<file path="src/rtl/core/qss_pkg.sv">
// Shared constants, types and helpers for the sample quartile summary block.
package qss_pkg;

  localparam int MAX_SAMPLES  = 256;
  localparam int SAMPLE_WIDTH = 32;
  localparam int CNT_W        = $clog2(MAX_SAMPLES + 1);
  localparam int IDX_W        = $clog2(MAX_SAMPLES);
  localparam int POS_W        = IDX_W + 2;
  localparam int QTR_W        = SAMPLE_WIDTH + 2;
  localparam int CFG_W        = 9;

  // register map (word index)
  localparam int REG_MIN_SAMPLES = 0;

  // reason codes
  localparam logic REASON_NONE = 1'b0;
  localparam logic REASON_FEW  = 1'b1;

  typedef logic signed [SAMPLE_WIDTH-1:0] sample_t;
  typedef logic signed [QTR_W-1:0]        qtr_t;
  typedef logic [CNT_W-1:0]               cnt_t;
  typedef logic [IDX_W-1:0]               idx_t;

  typedef struct packed {
    logic load;
    logic drain;
  } chain_ctl_t;

  typedef struct packed {
    logic [2:0][IDX_W-1:0] lo;
    logic [2:0][IDX_W-1:0] hi;
    logic [2:0][1:0]       frac;
    idx_t                  last;
  } pick_pos_t;

  typedef struct packed {
    logic capture;
    logic calc;
    idx_t k;
  } collect_ctl_t;

  // a*4 + (b-a)*frac, frac in quarters
  function automatic qtr_t quarter_mix(input sample_t a, input sample_t b,
                                       input logic [1:0] frac);
    logic signed [SAMPLE_WIDTH+3:0] ax;
    logic signed [SAMPLE_WIDTH+3:0] bx;
    logic signed [SAMPLE_WIDTH+3:0] d;
    logic signed [SAMPLE_WIDTH+3:0] p;
    logic signed [SAMPLE_WIDTH+3:0] s;
    ax = {{4{a[SAMPLE_WIDTH-1]}}, a};
    bx = {{4{b[SAMPLE_WIDTH-1]}}, b};
    d  = bx - ax;
    p  = (frac[0] ? d : '0) + (frac[1] ? (d <<< 1) : '0);
    s  = (ax <<< 2) + p;
    return s[QTR_W-1:0];
  endfunction

endpackage

</file>
<file path="src/rtl/core/qss_collect.sv">
// Picks order statistics off the draining row and forms the quartiles.
module qss_collect (
  input  logic                  clk,
  input  qss_pkg::collect_ctl_t ctl,
  input  qss_pkg::pick_pos_t    pos,
  input  qss_pkg::sample_t      head,
  output qss_pkg::sample_t      min_val,
  output qss_pkg::sample_t      max_val,
  output qss_pkg::qtr_t         q1,
  output qss_pkg::qtr_t         q2,
  output qss_pkg::qtr_t         q3
);
  import qss_pkg::*;

  sample_t       min_r;
  sample_t       max_r;
  sample_t [2:0] a_r;
  sample_t [2:0] b_r;
  qtr_t    [2:0] q_r;

  always_ff @(posedge clk) begin
    if (ctl.capture) begin
      if (ctl.k == '0) begin
        min_r <= head;
      end
      if (ctl.k == pos.last) begin
        max_r <= head;
      end
      for (int j = 0; j < 3; j++) begin
        if (ctl.k == pos.lo[j]) begin
          a_r[j] <= head;
        end
        if (ctl.k == pos.hi[j]) begin
          b_r[j] <= head;
        end
      end
    end
    if (ctl.calc) begin
      for (int j = 0; j < 3; j++) begin
        q_r[j] <= quarter_mix(a_r[j], b_r[j], pos.frac[j]);
      end
    end
  end

  assign min_val = min_r;
  assign max_val = max_r;
  assign q1      = q_r[0];
  assign q2      = q_r[1];
  assign q3      = q_r[2];

endmodule

</file>
<file path="config.mk">
export PLATFORM = sky130hd
export DESIGN_NAME = qss_collect
export DESIGN_NICKNAME = d
export VERILOG_FILES = /design/src/rtl/core/qss_pkg.sv /design/src/rtl/core/qss_collect.sv
export SDC_FILE = /design/constraint.sdc
export NUM_CORES = 1
export LEC_CHECK = 0
export ABC_CLOCK_PERIOD_IN_PS = 8300
export BUFFER_PORTS_ARGS = -buffer_cell sky130_fd_sc_hd__buf_2
export CORE_MARGIN = 2
export CORE_UTILIZATION = 46
export CTS_CLUSTER_SIZE = 14
export DETAILED_ROUTE_END_ITERATION = 10
export HOLD_SLACK_MARGIN = 0.1
export PLACE_DENSITY = 0.77
export REMOVE_ABC_BUFFERS = 1
export SLEW_MARGIN = 10
export SYNTH_ARGS = -nofsm -noshare
export SYNTH_HDL_FRONTEND = slang
export SYNTH_SLANG_ARGS = --single-unit
</file>
<file path="constraint.sdc">
create_clock -name clk -period 8.3 [get_ports clk]
set_input_delay 0.83 -clock clk [delete_from_list [all_inputs] [get_ports clk]]
set_output_delay 0.83 -clock clk [all_outputs]
set_load 0.01 [all_outputs]
</file>
==> results.cfg <==
[outcome]
status = complete, no violations

[timing]
tns_ns = 0
clock_skew_ns = 0.0114
fin_crit_ns = 5.74
slew_headroom_pct = 50.5
drv_slew = 0
fmax_mhz = 174
final.setup.worst_slack_ns = 2.56
fin_hold_ws_ns = 0.615
worst_pin_slew_ns = 0.742
hold_viol = 0
rsz0062_at_grt = false
setup_violations = 0
period_share_pct = 69.1

[clock_network]
cts_setup_buffers = 0
ctsHoldBuffers = 0
cts.sinks = 358
clkLatencyLatePin_ns = 0.57
ctsResizeCount = 0
path_clk_slew_ns = 0.06
cts_tree = done
tritoncts.num_buffers = 40
cts_root_buffer = clkbuf_16
cts.path.max_buffers = 3
htree_levels = 2

[global_route]
grt_start_max_net_pins = 59
gr-total-overflow = 0
grt_usage_pct = 21.1
grt.met3_usage_pct = 3.12
antenna_found_initial = 3
busiest_layer = met2
met1_usage_pct = 28.3
grt_pass1_wl_um = 94100
gr-usage-met2_pct = 35.3
grt_pass1_vias = 18100

[synthesis]
synth_area_leaders = edfxtp_1, ha_1, fa_1
synth_top_cell_area_share_pct = 43.3
syn_area_um2 = 24900
async_flop_share_pct = 0
synth-seq-area-share_pct = 43.3
syn_inst = 2228
ys_warn_count = 0
synth_area_per_cell_um2 = 11.2
synth.most_common_cell = edfxtp_1
yosys.area.top_type = edfxtp_1
synth_edf_count = 358
synth_ff_type = edfxtp_1
ys_ff_latch = 358
synthTopCellsByCount = edfxtp_1, ha_1, and2_1, inv_1, a21oi_1
yosys.cell_types.count = 82

[critical_path]
startpoint_type = flip-flop
arrival_ns = 6.06
cpLargestDelayFamily = compound AO/OA/AOI/OAI gates
worstSetupPathType = flip-flop to flip-flop
crit_path_start = a_r[34]
crit_slowest_cell = a221oi_2
endpoint_kind = flip-flop
crit_chain = inv_1, ha_1, nor2b_1, o31ai_1, a21oi_1, a221oi_2, o221ai_1, a31oi_1, o21ai_1, xor2_1, and2_1, fa_1, ha_1, a21o_1, a211o_1, a2111oi_0, o221ai_1, nand3_1, a31oi_1, o21a_1, nor2_1, xnor2_1
cp.buffers_inverters = 1
crit_fanout = 5
cp.required_ns = 8.62
r2r-start = a_r[34]
cpPeakStageDelay_ns = 0.44

[finish]
final_nets = 2897
synthToLayoutAreaGrowth_pct = 14.3
layout-drive-gt1-share_pct = 15.0
finalNonFillerCells = 3230
num-fill-cells = 4618

[routing]
detail-route-antenna-nets = 0
num_vias = 18000
drt_iter0_drc = 1255
drc = 0
wl_per_cell_um = 18.5
wl_um = 59900
viasPerCell = 5.57
dr.pass1.iters = 5

[floorplan]
boundaryPins = 271
start_util_pct = 46.4
core_um2 = 53600
die_area_um2 = 55900
die_h_um = 236
die_w_um = 236
core.rowCount = 85

[power]
p_int_w = 0.00354
power_frac_comb_pct = 14.2
irDropWorstVdd_mv = 0.161
fin_total_pwr_w = 0.00470
p_seq_share_pct = 44.7
leakage_nw = 12.0
p_switching_w = 0.00116
clkPwrFrac_pct = 41.2
power_density_nw_per_um2 = 165
netSwitchingFraction_pct = 24.7

[place]
placedCellCount = 3155
dp_slack_ns = 2.67
place.gp.congestion = 0.938
portBuffers = 270
hpwl_um = 45300

[worst_hold_path]
hold_start = head[30]
hp-class = primary input to flip-flop

[job]
max_cap_violations = 0
power groups by stage:
stage          Clock (W)  Combinational, W  Sequential, W
2_1_floorplan          0          0.000376        0.00217
3_3_place_gp           0          0.000639        0.00214
3_5_place_dp           0          0.000656        0.00214
4_1_cts          0.00198          0.000664        0.00210
5_1_grt          0.00205          0.000733        0.00210
6_report         0.00194          0.000666        0.00210
stage by stage:
stage / instance area [µm²] / util (%)
finish: 28400 / 53.0
global route: 28400 / 53.0
CTS: 28400 / 53.0
detailed placement: 27000 / 50.3
global placement: 27000 / 50.3
floorplan: 24700 / -
final timing paths:
kind	to	slack (ns)	cells after the start
hold reg to reg	q1[0]	0.76	3
setup / recovery	q2[31]	2.56	22
hold / removal	b_r[94]	0.61	1
setup reg to reg	q2[31]	2.56	22
cells by family after synthesis:
family / count (synthesis) / synth area share (%)
compound gates: 554 / 15.2
simple gates: 610 / 13.3
fa+ha+maj: 291 / 17.6
mux: 2 / 0.0805
xor+xnor: 212 / 7.47
buf+inv: 201 / 3.05
flops: 358 / 43.3
registers in the layout (all words and copies together) (netlist names):
register and count:
a_r 96, q3 34, q1 34, min_val 32
q2 34, b_r 96, max_val 32
placed cells by master (no fill, tap or decap), types with 19 or more instances in the layout:
cell type,netlist,final
a21oi_1,151,151
nor2_1,110,110
nor2b_1,45,45
a31oi_1,23,23
xor2_1,78,78
nand2b_1,27,27
o21bai_1,19,19
clkbuf_16,0,41
nand4_1,22,22
nand3_1,39,39
xnor2_1,134,134
o21a_1,33,33
o21ai_0,75,75
a21o_1,105,105
ha_1,192,192
inv_1,152,152
nand2_1,87,87
and2_1,164,164
buf_2,2,269
fa_1,99,99
nor3_1,26,26
and3_1,27,27
edfxtp_1,358,358
metal layers:
layer / share of wire, % / vias up
met4: 2.4 / 2
met5: 0.032 / -
met3: 5.6 / 108
li1: - / 8675
met1: 44 / 8676
met2: 48 / 532
area by class of cell:
class                   count  area, µm²  share of cell area (%)
diodes                      2       5.00                  0.0176
clock buffers              47       1050                    3.69
clock inverters            26        375                    1.32
inverters                 152        571                    2.01
multi-input cells        1669      13400                    47.0
flip-flops and latches    358      10800                    37.8
well taps                 696        871                    3.06
repair buffers            280       1430                    5.03
(Power assumes the default switching activity.)
